File: src/sv/btc_pkg.sv
// Shared types, constants and the CORDIC angle table for the balance tilt controller.
`default_nettype none

package btc_pkg;

  localparam int CORDIC_STEPS = 16;
  localparam int CIDX_W = (CORDIC_STEPS > 1) ? $clog2(CORDIC_STEPS) : 1;

  // datapath widths
  localparam int XY_W   = 27;
  localparam int Z_W    = 28;
  localparam int PROD_W = 36;
  localparam int ACC_W  = 38;

  // configuration register indexes
  localparam logic [2:0] REG_PWM_OFFSET      = 3'd0;
  localparam logic [2:0] REG_SETPOINT_CENTER = 3'd1;
  localparam logic [2:0] REG_SETPOINT_SWING  = 3'd2;
  localparam logic [2:0] REG_SWITCH_LIMIT    = 3'd3;
  localparam logic [2:0] REG_ANGLE_GAIN      = 3'd4;
  localparam logic [2:0] REG_RATE_GAIN       = 3'd5;

  typedef struct packed {
    logic [11:0] pwm_offset;
    logic [12:0] setpoint_center;
    logic [11:0] setpoint_swing;
    logic [14:0] switch_limit;
    logic [15:0] angle_gain;
    logic [15:0] rate_gain;
    logic        center_wr;
  } cfg_t;

  typedef enum logic [2:0] {
    MUL_NONE    = 3'd0,
    MUL_G_C01   = 3'd1,
    MUL_ACC_C02 = 3'd2,
    MUL_FUS_C08 = 3'd3,
    MUL_ERR_AG  = 3'd4,
    MUL_G_RG    = 3'd5
  } mul_sel_t;

  typedef enum logic [1:0] {
    ACC_HOLD     = 2'd0,
    ACC_LD_FUSED = 2'd1,
    ACC_LD_PROD  = 2'd2,
    ACC_ADD_PROD = 2'd3
  } acc_op_t;

  typedef struct packed {
    logic     start;
    logic     cord_step;
    logic     angle_en;
    mul_sel_t mul_sel;
    acc_op_t  acc_op;
    logic     fuse_en;
    logic     target_en;
    logic     err_en;
    logic     drive_en;
  } dp_cmd_t;

  typedef struct packed {
    logic cord_last;
  } dp_sts_t;

  // atan(2^-i) in units of 1/(6000*4096) rad
  function automatic logic [24:0] atan_lut(input logic [4:0] idx);
    logic [24:0] v;
    case (idx)
      5'd0:  v = 25'd19301945;
      5'd1:  v = 25'd11394604;
      5'd2:  v = 25'd6020596;
      5'd3:  v = 25'd3056148;
      5'd4:  v = 25'd1534005;
      5'd5:  v = 25'd767750;
      5'd6:  v = 25'd383969;
      5'd7:  v = 25'd191996;
      5'd8:  v = 25'd96000;
      5'd9:  v = 25'd48000;
      5'd10: v = 25'd24000;
      5'd11: v = 25'd12000;
      5'd12: v = 25'd6000;
      5'd13: v = 25'd3000;
      5'd14: v = 25'd1500;
      5'd15: v = 25'd750;
      5'd16: v = 25'd375;
      5'd17: v = 25'd187;
      5'd18: v = 25'd94;
      5'd19: v = 25'd47;
      5'd20: v = 25'd23;
      5'd21: v = 25'd12;
      5'd22: v = 25'd6;
      5'd23: v = 25'd3;
      default: v = 25'd0;
    endcase
    return v;
  endfunction

endpackage

`default_nettype wire

File: src/sv/btc_cfg.sv
// Configuration register file of the balance tilt controller.
`default_nettype none

module btc_cfg (
  input  wire logic         clk,
  input  wire logic         rst_n,
  input  wire logic         cfg_we,
  input  wire logic [2:0]   cfg_index,
  input  wire logic [15:0]  cfg_wdata,
  output btc_pkg::cfg_t     cfg
);
  import btc_pkg::*;

  logic [11:0] offset_r, offset_nxt;
  logic [12:0] center_r, center_nxt;
  logic [11:0] swing_r, swing_nxt;
  logic [14:0] limit_r, limit_nxt;
  logic [15:0] again_r, again_nxt;
  logic [15:0] rgain_r, rgain_nxt;
  logic        center_wr_r, center_wr_nxt;

  always_comb begin
    offset_nxt = offset_r;
    center_nxt = center_r;
    swing_nxt  = swing_r;
    limit_nxt  = limit_r;
    again_nxt  = again_r;
    rgain_nxt  = rgain_r;
    if (cfg_we) begin
      unique case (cfg_index)
        REG_PWM_OFFSET:      offset_nxt = cfg_wdata[11:0];
        REG_SETPOINT_CENTER: center_nxt = cfg_wdata[12:0];
        REG_SETPOINT_SWING:  swing_nxt  = cfg_wdata[11:0];
        REG_SWITCH_LIMIT:    limit_nxt  = cfg_wdata[14:0];
        REG_ANGLE_GAIN:      again_nxt  = cfg_wdata;
        REG_RATE_GAIN:       rgain_nxt  = cfg_wdata;
        default: ;
      endcase
    end
  end

  // load the setpoint in the cycle after the write, once center_r holds the new value
  assign center_wr_nxt = cfg_we && (cfg_index == REG_SETPOINT_CENTER);

  always_ff @(posedge clk) begin
    if (!rst_n) begin
      offset_r    <= 12'd360;
      center_r    <= 13'h1ED4;  // -300
      swing_r     <= 12'd800;
      limit_r     <= 15'd500;
      again_r     <= 16'd26214;
      rgain_r     <= 16'd36045;
      center_wr_r <= 1'b0;
    end else begin
      offset_r    <= offset_nxt;
      center_r    <= center_nxt;
      swing_r     <= swing_nxt;
      limit_r     <= limit_nxt;
      again_r     <= again_nxt;
      rgain_r     <= rgain_nxt;
      center_wr_r <= center_wr_nxt;
    end
  end

  always_comb begin
    cfg.pwm_offset      = offset_r;
    cfg.setpoint_center = center_r;
    cfg.setpoint_swing  = swing_r;
    cfg.switch_limit    = limit_r;
    cfg.angle_gain      = again_r;
    cfg.rate_gain       = rgain_r;
    cfg.center_wr       = center_wr_r;
  end

endmodule

`default_nettype wire

File: src/sv/btc_ctrl.sv
// Sequencer of the balance tilt controller: frame handshake and datapath commands.
`default_nettype none

module btc_ctrl (
  input  wire logic             clk,
  input  wire logic             rst_n,
  input  wire logic             in_valid,
  output logic                  in_ready,
  output logic                  out_valid,
  input  wire logic             out_ready,
  input  wire btc_pkg::dp_sts_t sts,
  output btc_pkg::dp_cmd_t      cmd
);
  import btc_pkg::*;

  typedef enum logic [12:0] {
    ST_IDLE  = 13'b0000000000001,
    ST_CORD  = 13'b0000000000010,
    ST_ANGLE = 13'b0000000000100,
    ST_A1    = 13'b0000000001000,
    ST_F1    = 13'b0000000010000,
    ST_A2    = 13'b0000000100000,
    ST_A3    = 13'b0000001000000,
    ST_F2    = 13'b0000010000000,
    ST_ERR   = 13'b0000100000000,
    ST_P4    = 13'b0001000000000,
    ST_A4    = 13'b0010000000000,
    ST_A5    = 13'b0100000000000,
    ST_DRV   = 13'b1000000000000
  } state_t;

  state_t state_r, state_nxt;
  logic   out_valid_r, out_valid_nxt;
  logic   out_free;

  assign out_free  = !out_valid_r || out_ready;
  assign in_ready  = (state_r == ST_IDLE);
  assign out_valid = out_valid_r;

  always_comb begin
    state_nxt     = state_r;
    cmd.start     = 1'b0;
    cmd.cord_step = 1'b0;
    cmd.angle_en  = 1'b0;
    cmd.mul_sel   = MUL_NONE;
    cmd.acc_op    = ACC_HOLD;
    cmd.fuse_en   = 1'b0;
    cmd.target_en = 1'b0;
    cmd.err_en    = 1'b0;
    cmd.drive_en  = 1'b0;
    unique case (state_r)
      ST_IDLE: begin
        if (in_valid) begin
          cmd.start = 1'b1;
          state_nxt = ST_CORD;
        end
      end
      ST_CORD: begin
        cmd.cord_step = 1'b1;
        if (sts.cord_last) state_nxt = ST_ANGLE;
      end
      ST_ANGLE: begin
        cmd.angle_en = 1'b1;
        cmd.acc_op   = ACC_LD_FUSED;
        cmd.mul_sel  = MUL_G_C01;
        state_nxt    = ST_A1;
      end
      ST_A1: begin
        cmd.acc_op = ACC_ADD_PROD;
        state_nxt  = ST_F1;
      end
      ST_F1: begin
        cmd.fuse_en = 1'b1;
        cmd.mul_sel = MUL_ACC_C02;
        state_nxt   = ST_A2;
      end
      ST_A2: begin
        cmd.acc_op  = ACC_LD_PROD;
        cmd.mul_sel = MUL_FUS_C08;
        state_nxt   = ST_A3;
      end
      ST_A3: begin
        cmd.acc_op = ACC_ADD_PROD;
        state_nxt  = ST_F2;
      end
      ST_F2: begin
        cmd.fuse_en   = 1'b1;
        cmd.target_en = 1'b1;
        state_nxt     = ST_ERR;
      end
      ST_ERR: begin
        cmd.err_en = 1'b1;
        state_nxt  = ST_P4;
      end
      ST_P4: begin
        cmd.mul_sel = MUL_ERR_AG;
        state_nxt   = ST_A4;
      end
      ST_A4: begin
        cmd.acc_op  = ACC_LD_PROD;
        cmd.mul_sel = MUL_G_RG;
        state_nxt   = ST_A5;
      end
      ST_A5: begin
        cmd.acc_op = ACC_ADD_PROD;
        state_nxt  = ST_DRV;
      end
      ST_DRV: begin
        // hold until the output register is free
        if (out_free) begin
          cmd.drive_en = 1'b1;
          state_nxt    = ST_IDLE;
        end
      end
      default: state_nxt = ST_IDLE;
    endcase
  end

  always_comb begin
    out_valid_nxt = out_valid_r;
    if (cmd.drive_en) out_valid_nxt = 1'b1;
    else if (out_ready) out_valid_nxt = 1'b0;
  end

  always_ff @(posedge clk) begin
    if (!rst_n) begin
      state_r     <= ST_IDLE;
      out_valid_r <= 1'b0;
    end else begin
      state_r     <= state_nxt;
      out_valid_r <= out_valid_nxt;
    end
  end

endmodule

`default_nettype wire

File: src/sv/btc_dpath.sv
// Datapath of the balance tilt controller: CORDIC, shared multiplier, accumulator, outputs.
`default_nettype none

module btc_dpath (
  input  wire logic               clk,
  input  wire logic               rst_n,
  input  wire btc_pkg::cfg_t      cfg,
  input  wire btc_pkg::dp_cmd_t   cmd,
  output btc_pkg::dp_sts_t        sts,
  input  wire logic signed [15:0] in_accel_y,
  input  wire logic signed [15:0] in_accel_z,
  input  wire logic signed [15:0] in_gyro_rate,
  output logic [15:0]             out_left_forward,
  output logic [15:0]             out_left_reverse,
  output logic [15:0]             out_right_forward,
  output logic [15:0]             out_right_reverse,
  output logic signed [16:0]      out_drive,
  output logic signed [17:0]      out_tilt_angle
);
  import btc_pkg::*;

  localparam int Q_W = ACC_W - 16;

  // frame sample registers
  logic signed [15:0] ay_r, az_r, g_r;

  // CORDIC state
  logic signed [XY_W-1:0] x_r, y_r, x_nxt, y_nxt, dx, dy;
  logic signed [Z_W-1:0]  z_r, z_nxt, tab;
  logic [CIDX_W-1:0]      i_r, i_nxt;

  // frame state
  logic signed [15:0] accel_r;
  logic signed [17:0] fused_r;
  logic signed [16:0] last_drive_r;
  logic signed [13:0] target_r;
  logic signed [18:0] err_r;

  // multiplier and accumulator
  logic signed [18:0]       op_a;
  logic signed [16:0]       op_b;
  logic signed [PROD_W-1:0] prod_w, prod_r;
  logic signed [ACC_W-1:0]  acc_r, acc_nxt, prod_ext, accb;
  logic signed [ACC_W-1:0]  accq;
  logic signed [Q_W-1:0]    q;

  // start values
  logic signed [16:0] az_ext, az_mag;

  // angle path
  logic signed [Z_W-1:0] zf, zb, zq;
  logic signed [16:0]    a_div, a_val;
  logic signed [17:0]    sum18, sumb, half;
  logic signed [15:0]    accel_nxt;

  // saturated quotients
  logic signed [17:0] fused_sat;
  logic signed [16:0] drive_sat;

  // setpoint
  logic signed [16:0] lim_s, neg_lim;
  logic signed [13:0] center14, swing14;

  // output path
  logic               drv_pos;
  logic [16:0]        mag;
  logic [17:0]        pwm18;
  logic [15:0]        pwm16;
  logic [15:0]        fwd_r, rev_r;
  logic signed [16:0] drive_out_r;
  logic signed [17:0] tilt_out_r;

  // ---------------- CORDIC ----------------
  assign az_ext = {in_accel_z[15], in_accel_z};
  assign az_mag = az_ext[16] ? -az_ext : az_ext;

  assign dx  = y_r >>> i_r;
  assign dy  = x_r >>> i_r;
  assign tab = $signed({{(Z_W-25){1'b0}}, atan_lut(5'(i_r))});

  assign sts.cord_last = (i_r == CIDX_W'(CORDIC_STEPS - 1));

  always_comb begin
    x_nxt = x_r;
    y_nxt = y_r;
    z_nxt = z_r;
    i_nxt = i_r;
    if (cmd.start) begin
      x_nxt = $signed({{(XY_W-25){1'b0}}, az_mag, 8'd0});
      y_nxt = $signed({{(XY_W-24){in_accel_y[15]}}, in_accel_y, 8'd0});
      z_nxt = '0;
      i_nxt = '0;
    end else if (cmd.cord_step) begin
      if (!y_r[XY_W-1]) begin
        x_nxt = x_r + dx;
        y_nxt = y_r - dy;
        z_nxt = z_r + tab;
      end else begin
        x_nxt = x_r - dx;
        y_nxt = y_r + dy;
        z_nxt = z_r - tab;
      end
      i_nxt = i_r + CIDX_W'(1);
    end
  end

  always_ff @(posedge clk) begin
    x_r <= x_nxt;
    y_r <= y_nxt;
    z_r <= z_nxt;
    i_r <= i_nxt;
    if (cmd.start) begin
      ay_r <= in_accel_y;
      az_r <= in_accel_z;
      g_r  <= in_gyro_rate;
    end
  end

  // ---------------- accel angle ----------------
  assign zf    = az_r[15] ? -z_r : z_r;
  assign zb    = zf + (zf[Z_W-1] ? $signed(Z_W'(4095)) : $signed(Z_W'(0)));
  assign zq    = zb >>> 12;
  assign a_div = zq[16:0];

  always_comb begin
    if (az_r == 16'sd0) begin
      if (ay_r == 16'sd0)  a_val = 17'sd0;
      else if (ay_r[15])   a_val = -17'sd9425;
      else                 a_val = 17'sd9425;
    end else if (az_r[15]) begin
      a_val = a_div[16] ? a_div + 17'sd18768 : a_div - 17'sd18768;
    end else begin
      a_val = a_div;
    end
  end

  // average with the previous angle, truncating toward zero
  assign sum18 = {{2{accel_r[15]}}, accel_r} + {a_val[16], a_val};
  assign sumb  = sum18 + {17'd0, sum18[17]};
  assign half  = sumb >>> 1;

  always_comb begin
    if (!half[17] && (half[16:15] != 2'b00))     accel_nxt = 16'sh7FFF;
    else if (half[17] && (half[16:15] != 2'b11)) accel_nxt = -16'sh8000;
    else                                         accel_nxt = half[15:0];
  end

  // ---------------- multiplier ----------------
  always_comb begin
    op_a = '0;
    op_b = '0;
    case (cmd.mul_sel)
      MUL_G_C01: begin
        op_a = {{3{g_r[15]}}, g_r};
        op_b = 17'sd6554;
      end
      MUL_ACC_C02: begin
        op_a = {{3{accel_r[15]}}, accel_r};
        op_b = 17'sd13107;
      end
      MUL_FUS_C08: begin
        op_a = {fused_r[17], fused_r};
        op_b = 17'sd52429;
      end
      MUL_ERR_AG: begin
        op_a = err_r;
        op_b = $signed({1'b0, cfg.angle_gain});
      end
      MUL_G_RG: begin
        op_a = {{3{g_r[15]}}, g_r};
        op_b = $signed({1'b0, cfg.rate_gain});
      end
      default: ;
    endcase
  end

  assign prod_w   = op_a * op_b;
  assign prod_ext = {{(ACC_W-PROD_W){prod_r[PROD_W-1]}}, prod_r};

  always_comb begin
    acc_nxt = acc_r;
    case (cmd.acc_op)
      ACC_LD_FUSED: acc_nxt = {{(ACC_W-34){fused_r[17]}}, fused_r, 16'd0};
      ACC_LD_PROD:  acc_nxt = prod_ext;
      ACC_ADD_PROD: acc_nxt = acc_r + prod_ext;
      default: ;
    endcase
  end

  always_ff @(posedge clk) begin
    acc_r <= acc_nxt;
    if (cmd.mul_sel != MUL_NONE) prod_r <= prod_w;
  end

  // Q16 quotient, truncated toward zero
  assign accb = acc_r + (acc_r[ACC_W-1] ? $signed(ACC_W'(65535)) : $signed(ACC_W'(0)));
  assign accq = accb >>> 16;
  assign q    = accq[Q_W-1:0];

  always_comb begin
    if (q > $signed(Q_W'(131071)))       fused_sat = 18'sh1FFFF;
    else if (q < -$signed(Q_W'(131072))) fused_sat = -18'sh20000;
    else                                 fused_sat = q[17:0];
    if (q > $signed(Q_W'(65535)))        drive_sat = 17'shFFFF;
    else if (q < -$signed(Q_W'(65536)))  drive_sat = -17'sh10000;
    else                                 drive_sat = q[16:0];
  end

  // ---------------- setpoint ----------------
  assign lim_s    = $signed({2'b00, cfg.switch_limit});
  assign neg_lim  = -lim_s;
  assign center14 = $signed({cfg.setpoint_center[12], cfg.setpoint_center});
  assign swing14  = $signed({2'b00, cfg.setpoint_swing});

  // ---------------- drive and PWM ----------------
  assign drv_pos = !drive_sat[16] && (drive_sat != 17'sd0);
  assign mag     = drv_pos ? drive_sat : -drive_sat;
  assign pwm18   = {1'b0, mag} + {6'd0, cfg.pwm_offset};
  assign pwm16   = (pwm18[17:16] != 2'b00) ? 16'hFFFF : pwm18[15:0];

  always_ff @(posedge clk) begin
    if (!rst_n) begin
      accel_r      <= '0;
      fused_r      <= '0;
      last_drive_r <= '0;
      target_r     <= -14'sd300;
    end else begin
      if (cmd.angle_en) accel_r <= accel_nxt;
      if (cmd.fuse_en)  fused_r <= fused_sat;
      if (cmd.drive_en) last_drive_r <= drive_sat;
      if (cfg.center_wr) begin
        target_r <= center14;
      end else if (cmd.target_en) begin
        // shift the setpoint when the previous drive ran past the limit
        if (last_drive_r > lim_s)        target_r <= center14 - swing14;
        else if (last_drive_r < neg_lim) target_r <= center14 + swing14;
      end
    end
  end

  always_ff @(posedge clk) begin
    if (cmd.err_en) err_r <= {fused_r[17], fused_r} - {{5{target_r[13]}}, target_r};
    if (cmd.drive_en) begin
      drive_out_r <= drive_sat;
      tilt_out_r  <= fused_r;
      fwd_r       <= drv_pos ? pwm16 : 16'd0;
      rev_r       <= drv_pos ? 16'd0 : pwm16;
    end
  end

  assign out_left_forward  = fwd_r;
  assign out_right_forward = fwd_r;
  assign out_left_reverse  = rev_r;
  assign out_right_reverse = rev_r;
  assign out_drive         = drive_out_r;
  assign out_tilt_angle    = tilt_out_r;

endmodule

`default_nettype wire

File: src/sv/balance_tilt_controller_top.sv
// An accepted frame runs through the one-step-per-cycle CORDIC, then the single shared
// multiplier; no new frame is taken until the last one is done. A result waiting in
// the output register stalls the next frame only at its final step. Reset (synchronous,
// rst_n low) clears the angle state and the last drive, loads the configuration defaults
// and a setpoint of -300, and drops out_valid.
`default_nettype none

module balance_tilt_controller_top (
  input  wire logic               clk,
  input  wire logic               rst_n,
  input  wire logic               in_valid,
  output logic                    in_ready,
  input  wire logic signed [15:0] in_accel_y,
  input  wire logic signed [15:0] in_accel_z,
  input  wire logic signed [15:0] in_gyro_rate,
  output logic                    out_valid,
  input  wire logic               out_ready,
  output logic [15:0]             out_left_forward,
  output logic [15:0]             out_left_reverse,
  output logic [15:0]             out_right_forward,
  output logic [15:0]             out_right_reverse,
  output logic signed [16:0]      out_drive,
  output logic signed [17:0]      out_tilt_angle,
  input  wire logic               cfg_we,
  input  wire logic [2:0]         cfg_index,
  input  wire logic [15:0]        cfg_wdata
);
  import btc_pkg::*;

  cfg_t    cfg;
  dp_cmd_t cmd;
  dp_sts_t sts;

  btc_cfg u_cfg (
    .clk       (clk),
    .rst_n     (rst_n),
    .cfg_we    (cfg_we),
    .cfg_index (cfg_index),
    .cfg_wdata (cfg_wdata),
    .cfg       (cfg)
  );

  btc_ctrl u_ctrl (
    .clk       (clk),
    .rst_n     (rst_n),
    .in_valid  (in_valid),
    .in_ready  (in_ready),
    .out_valid (out_valid),
    .out_ready (out_ready),
    .sts       (sts),
    .cmd       (cmd)
  );

  btc_dpath u_dpath (
    .clk               (clk),
    .rst_n             (rst_n),
    .cfg               (cfg),
    .cmd               (cmd),
    .sts               (sts),
    .in_accel_y        (in_accel_y),
    .in_accel_z        (in_accel_z),
    .in_gyro_rate      (in_gyro_rate),
    .out_left_forward  (out_left_forward),
    .out_left_reverse  (out_left_reverse),
    .out_right_forward (out_right_forward),
    .out_right_reverse (out_right_reverse),
    .out_drive         (out_drive),
    .out_tilt_angle    (out_tilt_angle)
  );

endmodule

`default_nettype wire

File: config.mk
export PLATFORM = sky130hd
export DESIGN_NAME = balance_tilt_controller_top
export DESIGN_NICKNAME = d
export VERILOG_FILES = /design/src/sv/btc_pkg.sv /design/src/sv/btc_cfg.sv /design/src/sv/btc_ctrl.sv /design/src/sv/btc_dpath.sv /design/src/sv/balance_tilt_controller_top.sv
export SDC_FILE = /design/constraint.sdc
export NUM_CORES = 2
export LEC_CHECK = 0
export ABC_AREA = 1
export BUFFER_PORTS_ARGS = -buffer_cell sky130_fd_sc_hd__buf_2
export CAP_MARGIN = 10
export CORE_AREA = 2 2 188 375
export CTS_CLUSTER_DIAMETER = 30
export DETAILED_ROUTE_END_ITERATION = 8
export DIE_AREA = 0 0 190 377
export GPL_TIMING_DRIVEN = 0
export PLACE_DENSITY = 0.91
export SLEW_MARGIN = 10
export SYNTH_ARGS = -nofsm -noshare
export SYNTH_HDL_FRONTEND = slang
export SYNTH_SLANG_ARGS = --single-unit
File: constraint.sdc
create_clock -name clk -period 15.13 [get_ports clk]
set_input_delay 1.513 -clock clk [delete_from_list [all_inputs] [get_ports clk]]
set_output_delay 1.513 -clock clk [all_outputs]
set_load 0.02 [all_outputs]
==> results.md, run 1 <==
| Result | Value |
|:---|:---|
| Result of the run | did not finish |
| Stage at which the run stopped | global routing (5_1_grt) |
| Error text reported by the tool | [ERROR GRT-0116] Global routing finished with congestion. Check the congestion regions in the DRC Viewer. |
| Area leader, netlist | sky130_fd_sc_hd__edfxtp_1 |
| Main synth FF type | sky130_fd_sc_hd__edfxtp_1 |
| Fraction of registers with async set or reset after synthesis | 0 |
| PostCTS Resize Cnt | 0 |
| Maximum number of pins on one net before global-route repair | 72 |
| # IOs | 173 |
| Die extent in y | 377 µm |
| Count of synthesis-stage warnings from yosys | 0 |
| Cell at the root of the clock tree | sky130_fd_sc_hd__clkbuf_16 |
| Number of global-route vias before repair | 53110 |
| Starting density of the core | 0.6951 |
| Horizontal die dimension | 190 µm |
| First-pass GRT wire length | 321.4 mm |
| Post-Syn Area per Cell | 7.376 µm² |
| IO buf count | 171 |
| Cts-stage hold buffer count | 0 |
| Cells taking the most area after synthesis | sky130_fd_sc_hd__edfxtp_1 (15%), sky130_fd_sc_hd__fa_1 (13%), sky130_fd_sc_hd__nand2_1 (12%) |
| CTS Buffer Depth | 3 |
| Gp weighted congestion | 1.122 |
| Netlist Area Pre-Place | 47660 µm² |
| Depth of the CTS H-tree | 3 |
| Total routing resource utilization after global routing | 0.5994 |
| Post CTS Setup Buffer Count | 0 |
| Synthesized net count | 7191 |
| Placed wire-length estimate after detailed placement | 148.9 mm |
| Synthesized flop and latch total | 483 |
| Sum of overflow across all layers after global routing | 129 |
| Number of enable-type register cells in the synthesized netlist | 244 |
| Cell row count | 136 |
| Share of the synthesized area in the top cell type | 0.1537 |
| Post-synthesis sequential area ratio | 0.2541 |
| Number of different library cells in the post-synthesis netlist | 67 |
| Inserted Clock Buffers | 73 |
| Count of mapped cells out of synthesis | 6462 |
| Clock Sink Count | 483 |
-- cell families after synthesis --
family	after synthesis	synth area share
and+or+nand+nor	2544	0.2252
buffers and inverters	1342	0.1098
AOI/OAI and AO/OA	1155	0.1366
adders and majority gates	657	0.2222
DFF	483	0.2541
xor gates and xnor gates	263	0.04833
muxes	18	0.003780
-- per-layer routing --
metal / track usage / GRT overflow
met3: 0.3091 / 4
met1: 0.5137 / 0
met4: 0.7103 / 63
met2: 0.9136 / 62
met5: 0.04266 / 0
-- stage by stage --
step           instances  instance area [µm²]  setup slack (ns)
4_1_cts             7670                52430             3.694
3_5_place_dp        7535                49760             3.728
3_3_place_gp        7530                49640             3.964
2_1_floorplan       6462                47660             6.974
-- cells in the mapped netlist (90+ instances only) --
cell	count
sky130_fd_sc_hd__clkbuf_1	141
sky130_fd_sc_hd__nand3_1	363
sky130_fd_sc_hd__nor2_1	433
sky130_fd_sc_hd__dfxtp_1	239
sky130_fd_sc_hd__o21ai_0	439
sky130_fd_sc_hd__fa_1	316
sky130_fd_sc_hd__nor3_1	90
sky130_fd_sc_hd__xor2_1	177
sky130_fd_sc_hd__edfxtp_1	244
sky130_fd_sc_hd__nand2_1	1486
sky130_fd_sc_hd__inv_1	1103
sky130_fd_sc_hd__ha_1	341
sky130_fd_sc_hd__a21oi_1	419
==> run 2: changes to the inputs <==
--- a/config.mk
+++ b/config.mk
@@ -8,12 +8,11 @@
 export ABC_AREA = 1
 export BUFFER_PORTS_ARGS = -buffer_cell sky130_fd_sc_hd__buf_2
 export CAP_MARGIN = 10
-export CORE_AREA = 2 2 188 375
-export CTS_CLUSTER_DIAMETER = 30
+export CORE_AREA = 2 2 349 351
 export DETAILED_ROUTE_END_ITERATION = 8
-export DIE_AREA = 0 0 190 377
+export DIE_AREA = 0 0 351 353
 export GPL_TIMING_DRIVEN = 0
-export PLACE_DENSITY = 0.91
+export PLACE_DENSITY_LB_ADDON = 0.15
 export SLEW_MARGIN = 10
 export SYNTH_ARGS = -nofsm -noshare
 export SYNTH_HDL_FRONTEND = slang
==> run 2 against run 1 <==
Against the previous run: the run now ends clean; area after synthesis stayed put; synthesized cell count stayed put.
==> results.md, run 2 <==
| Result | Value | Delta |
|:---|:---|:---|
| Worst-case vdd ir drop | 0.0002040 V |  |
| Worst setup path category | reg -> reg |  |
| Sum of overflow across all layers after global routing | 0 |  |
| Max FFs per register | 38 |  |
| Commonest non-fill, non-tap cell in the layout | sky130_fd_sc_hd__nand2_1 |  |
| Fraction of registers with async set or reset after synthesis | 0 | unchanged |
| Depth of the CTS H-tree | 2 | -1 |
| Type of element launching the critical path | flop |  |
| Synthesized net count | 7191 | unchanged |
| Area of the die | 123900 µm² |  |
| Synthesized flop and latch total | 483 | unchanged |
| Worst EP required | 15.56 ns |  |
| Vias per cell | 5.207 |  |
| CTS tree | yes |  |
| Slack of the worst reg-to-reg path | 4.41 ns |  |
| Core box area | 120600 µm² |  |
| Post-synthesis sequential area ratio | 0.2541 | unchanged |
| Clk_lat worst skew | 0.72 ns |  |
| PostCTS Resize Cnt | 0 | unchanged |
| Crit path time final | 10.72 ns |  |
| Final Power | 0.01021 W |  |
| Die extent in y | 353 µm | -6.4% |
| Gp weighted congestion | 0.9708 | -13% |
| Areal power density over the cells | 193.7 nW/µm² |  |
| Cell at the root of the clock tree | sky130_fd_sc_hd__clkbuf_16 |  |
| Final core utilization | 0.4374 |  |
| Number of search-and-repair iterations in the first detailed-routing pass | 6 |  |
| Crit share post-route | 0.7085 |  |
| Number of different library cells in the post-synthesis netlist | 67 | unchanged |
| Dpl cells | 8263 | +9.7% |
| Placed wire-length estimate after detailed placement | 131.0 mm | -12% |
| Post CTS Setup Buffer Count | 0 | unchanged |
| IO buf count | 171 | unchanged |
| Horizontal die dimension | 351 µm | +85% |
| Starting density of the core | 0.3952 | -0.2998 |
| Post-Syn Area per Cell | 7.376 µm² | unchanged |
| MaxCap Viol Count | 0 |  |
| Worst-Margin Slew | 1.265 ns |  |
| Total routing resource utilization after global routing | 0.2579 |  |
| Net switching fraction of the power | 0.5319 |  |
| Vias post-DR | 43620 |  |
| Growth of design area from synthesis to finish | 10.66% |  |
| Buffers plus inverters on the worst setup path | 10 |  |
| Top Family by Delay on Critical Path | compound AO/OA/AOI/OAI gates |  |
| Maximum number of pins on one net before global-route repair | 60 |  |
| Main synth FF type | sky130_fd_sc_hd__edfxtp_1 |  |
| Combinational cell fraction of total power | 0.675 |  |
| Post-route DRC violation count | 0 |  |
| Number of nets at the end of the flow | 7429 |  |
| Arrival time at the worst endpoint | 11.15 ns |  |
| Antenna Violating Nets Remaining | 0 |  |
| Cts-stage hold buffer count | 0 | unchanged |
| Unrepaired setup endpoints after global routing | no |  |
| Largest clock skew in the final design | 0.08591 ns |  |
| Number of enable-type register cells in the synthesized netlist | 244 | unchanged |
| Timing-limited maximum frequency | 0.09329 GHz |  |
| First-pass GRT wire length | 246.6 mm |  |
| Leakage power summed over all cells | 25.68 nW |  |
| Depth of the worst register-to-register path | 35 |  |
| Area leader, netlist | sky130_fd_sc_hd__edfxtp_1 |  |
| Initial drt markers | 3220 |  |
| # IOs | 173 | unchanged |
| Internal power contribution | 0.004781 W |  |
| Most common cell in the netlist | sky130_fd_sc_hd__nand2_1 |  |
| Final sum of negative setup slack | 0 ns |  |
| Share of the synthesized area in the top cell type | 0.1537 | unchanged |
| Count of endpoints failing hold in the final timing report | 0 |  |
| Cell row count | 128 | -5.9% |
| Start of the worst register-to-register path | u_ctrl.state_r[11] |  |
| Number of global-route vias before repair | 42140 |  |
| Fin. max-slew vios | 0 |  |
| Final WL | 161.5 mm |  |
| Inserted Clock Buffers | 60 | -18% |
| Share of final-layout standard cells stronger than drive strength 1 | 0.06726 |  |
| Synth top cells by count | sky130_fd_sc_hd__nand2_1 (1486), sky130_fd_sc_hd__inv_1 (1103), sky130_fd_sc_hd__o21ai_0 (439) |  |
| Hold path startpoint | u_cfg.again_r[5] |  |
| Max stage delay on crit path | 0.97 ns |  |
| Critical register-to-register path endpoint | u_dpath.prod_r[31] |  |
| Largest registers | u_dpath.acc_r: 38 flops, u_dpath.prod_r: 36 flops, u_dpath.z_r: 28 flops |  |
| P_sw | 0.005434 W |  |
| CP endpoint kind | flop |  |
| Cells taking the most area after synthesis | sky130_fd_sc_hd__edfxtp_1 (15%), sky130_fd_sc_hd__fa_1 (13%), sky130_fd_sc_hd__nand2_1 (12%) |  |
| CTS Buffer Depth | 3 | unchanged |
| Crit-path most repeated cell | sky130_fd_sc_hd__inv_1 |  |
| Routed len/inst | 19.28 µm |  |
| Critical-path cell with the highest stage delay | sky130_fd_sc_hd__o2111ai_1 |  |
| Commonest cells after routing, fill and taps aside | sky130_fd_sc_hd__nand2_1 (1485), sky130_fd_sc_hd__inv_1 (1103), sky130_fd_sc_hd__o21ai_0 (439) |  |
| Count of mapped cells out of synthesis | 6462 | unchanged |
| Number of standard cells in the layout, taps in and fillers out | 8377 |  |
| Result of the run | completed |  |
| Worst setup margin | 4.411 ns |  |
| Count of synthesis-stage warnings from yosys | 0 | unchanged |
| Initial antenna violation count | 8 |  |
| Worst Hold Path EP | u_cfg.again_r[5] |  |
| Finish-stage setup viols | 0 |  |
| Netlist Area Pre-Place | 47660 µm² | unchanged |
| Clock-pin slew of the registers on the worst-case setup and hold paths | 0.06 ns |  |
| Clock Sink Count | 483 | unchanged |
| Register with the most flip-flops | u_dpath.acc_r |  |
| Share of total power in sequential cells | 0.176 |  |
| Relative slew margins | 0.1561 |  |
| Worst setup slack after placement | 4.590 ns | +0.8617 ns |
| WHS Path Cells | 2 |  |
| Fraction of power consumed by the clock network | 0.149 |  |
| Tightest Hold Check Type | reg -> reg |  |
| Maximum fanout along the worst path | 10 |  |
[run 2: final cells by class]
class | instances | area (µm²)
Sequential cell | 483 | 12110
Fill cell | 12520 | 67850
Tap cell | 1625 | 2033
Clock inverter | 42 | 518.0
Antenna cell | 2 | 5.005
Multi-Input combinational cell | 4637 | 30330
Clock buffer | 70 | 1559
Inverter | 1126 | 4227
Buffer | 216 | 1017
Timing Repair Buffer | 176 | 939.7
[run 2: how the worst max path moves through the flow]
| stage | startpoint | endpoint | slack (ns) | depth (start not counted) |
|---|---|---|---|---|
| floorplan | u_ctrl.state_r[6] | u_dpath.prod_r[31] | 6.97 | 35 |
| global placement | u_ctrl.state_r[10] | u_dpath.prod_r[33] | 4.58 | 35 |
| detailed placement | u_ctrl.state_r[11] | u_dpath.prod_r[31] | 4.59 | 35 |
| CTS | u_ctrl.state_r[11] | u_dpath.prod_r[33] | 4.57 | 35 |
| global route | u_ctrl.state_r[11] | u_dpath.prod_r[33] | 3.65 | 38 |
| finish | u_ctrl.state_r[11] | u_dpath.prod_r[31] | 4.41 | 35 |
[run 2: kinds of logic (layout without fill, tap and decap cells)]
kind of cell | count (synthesis) | count (layout) | share of synthesized area
AO/OA/AOI/OAI | 1155 | 1155 | 0.1366
XOR/XNOR | 263 | 263 | 0.04833
adder cells (fa/ha/maj) | 657 | 657 | 0.2222
buffers and inverters | 1342 | 1630 | 0.1098
flip-flops | 483 | 483 | 0.2541
multiplexers | 18 | 18 | 0.003780
other | 0 | 2 | 0
AND/OR/NAND/NOR | 2544 | 2544 | 0.2252
[run 2: worst register-to-register path: cells and delay by family (launching register included)]
family                   cells  cell delay, ns
buffers and inverters       10            1.75
flip-flops                   1            0.33
AO/OA/AOI/OAI               11            3.73
XOR/XNOR                     1            0.17
AND/OR/NAND/NOR              6            1.35
adder cells (fa/ha/maj)      7            3.12
[run 2: per-stage QoR]
stage | cell area (µm²) | hold WS [ns]
floorplan | 47660 | 0.4082
global placement | 50550 | 0.4559
detailed placement | 50660 | 0.4544
finish | 52740 | 0.4797
global route | 52740 | 0.4984
CTS | 52740 | 0.4756
[run 2: power by group through the flow]
stage / Sequential, W / Combinational (W) / Clock (W)
2_1_floorplan: 0.00175 / 0.00516 / 0
3_5_place_dp: 0.00182 / 0.00679 / 0
5_1_grt: 0.00182 / 0.00784 / 0.00160
3_3_place_gp: 0.00183 / 0.00676 / 0
6_report: 0.00180 / 0.00689 / 0.00152
4_1_cts: 0.00179 / 0.00683 / 0.00155
[run 2: layer usage]
metal  global-route usage  routed length (µm)
met1               0.3612               73370
met2               0.4135               71960
met3              0.03824               11310
met4              0.06961                4829
met5                    0                  20
No activity file was read; power rests on OpenSTA's default activity.
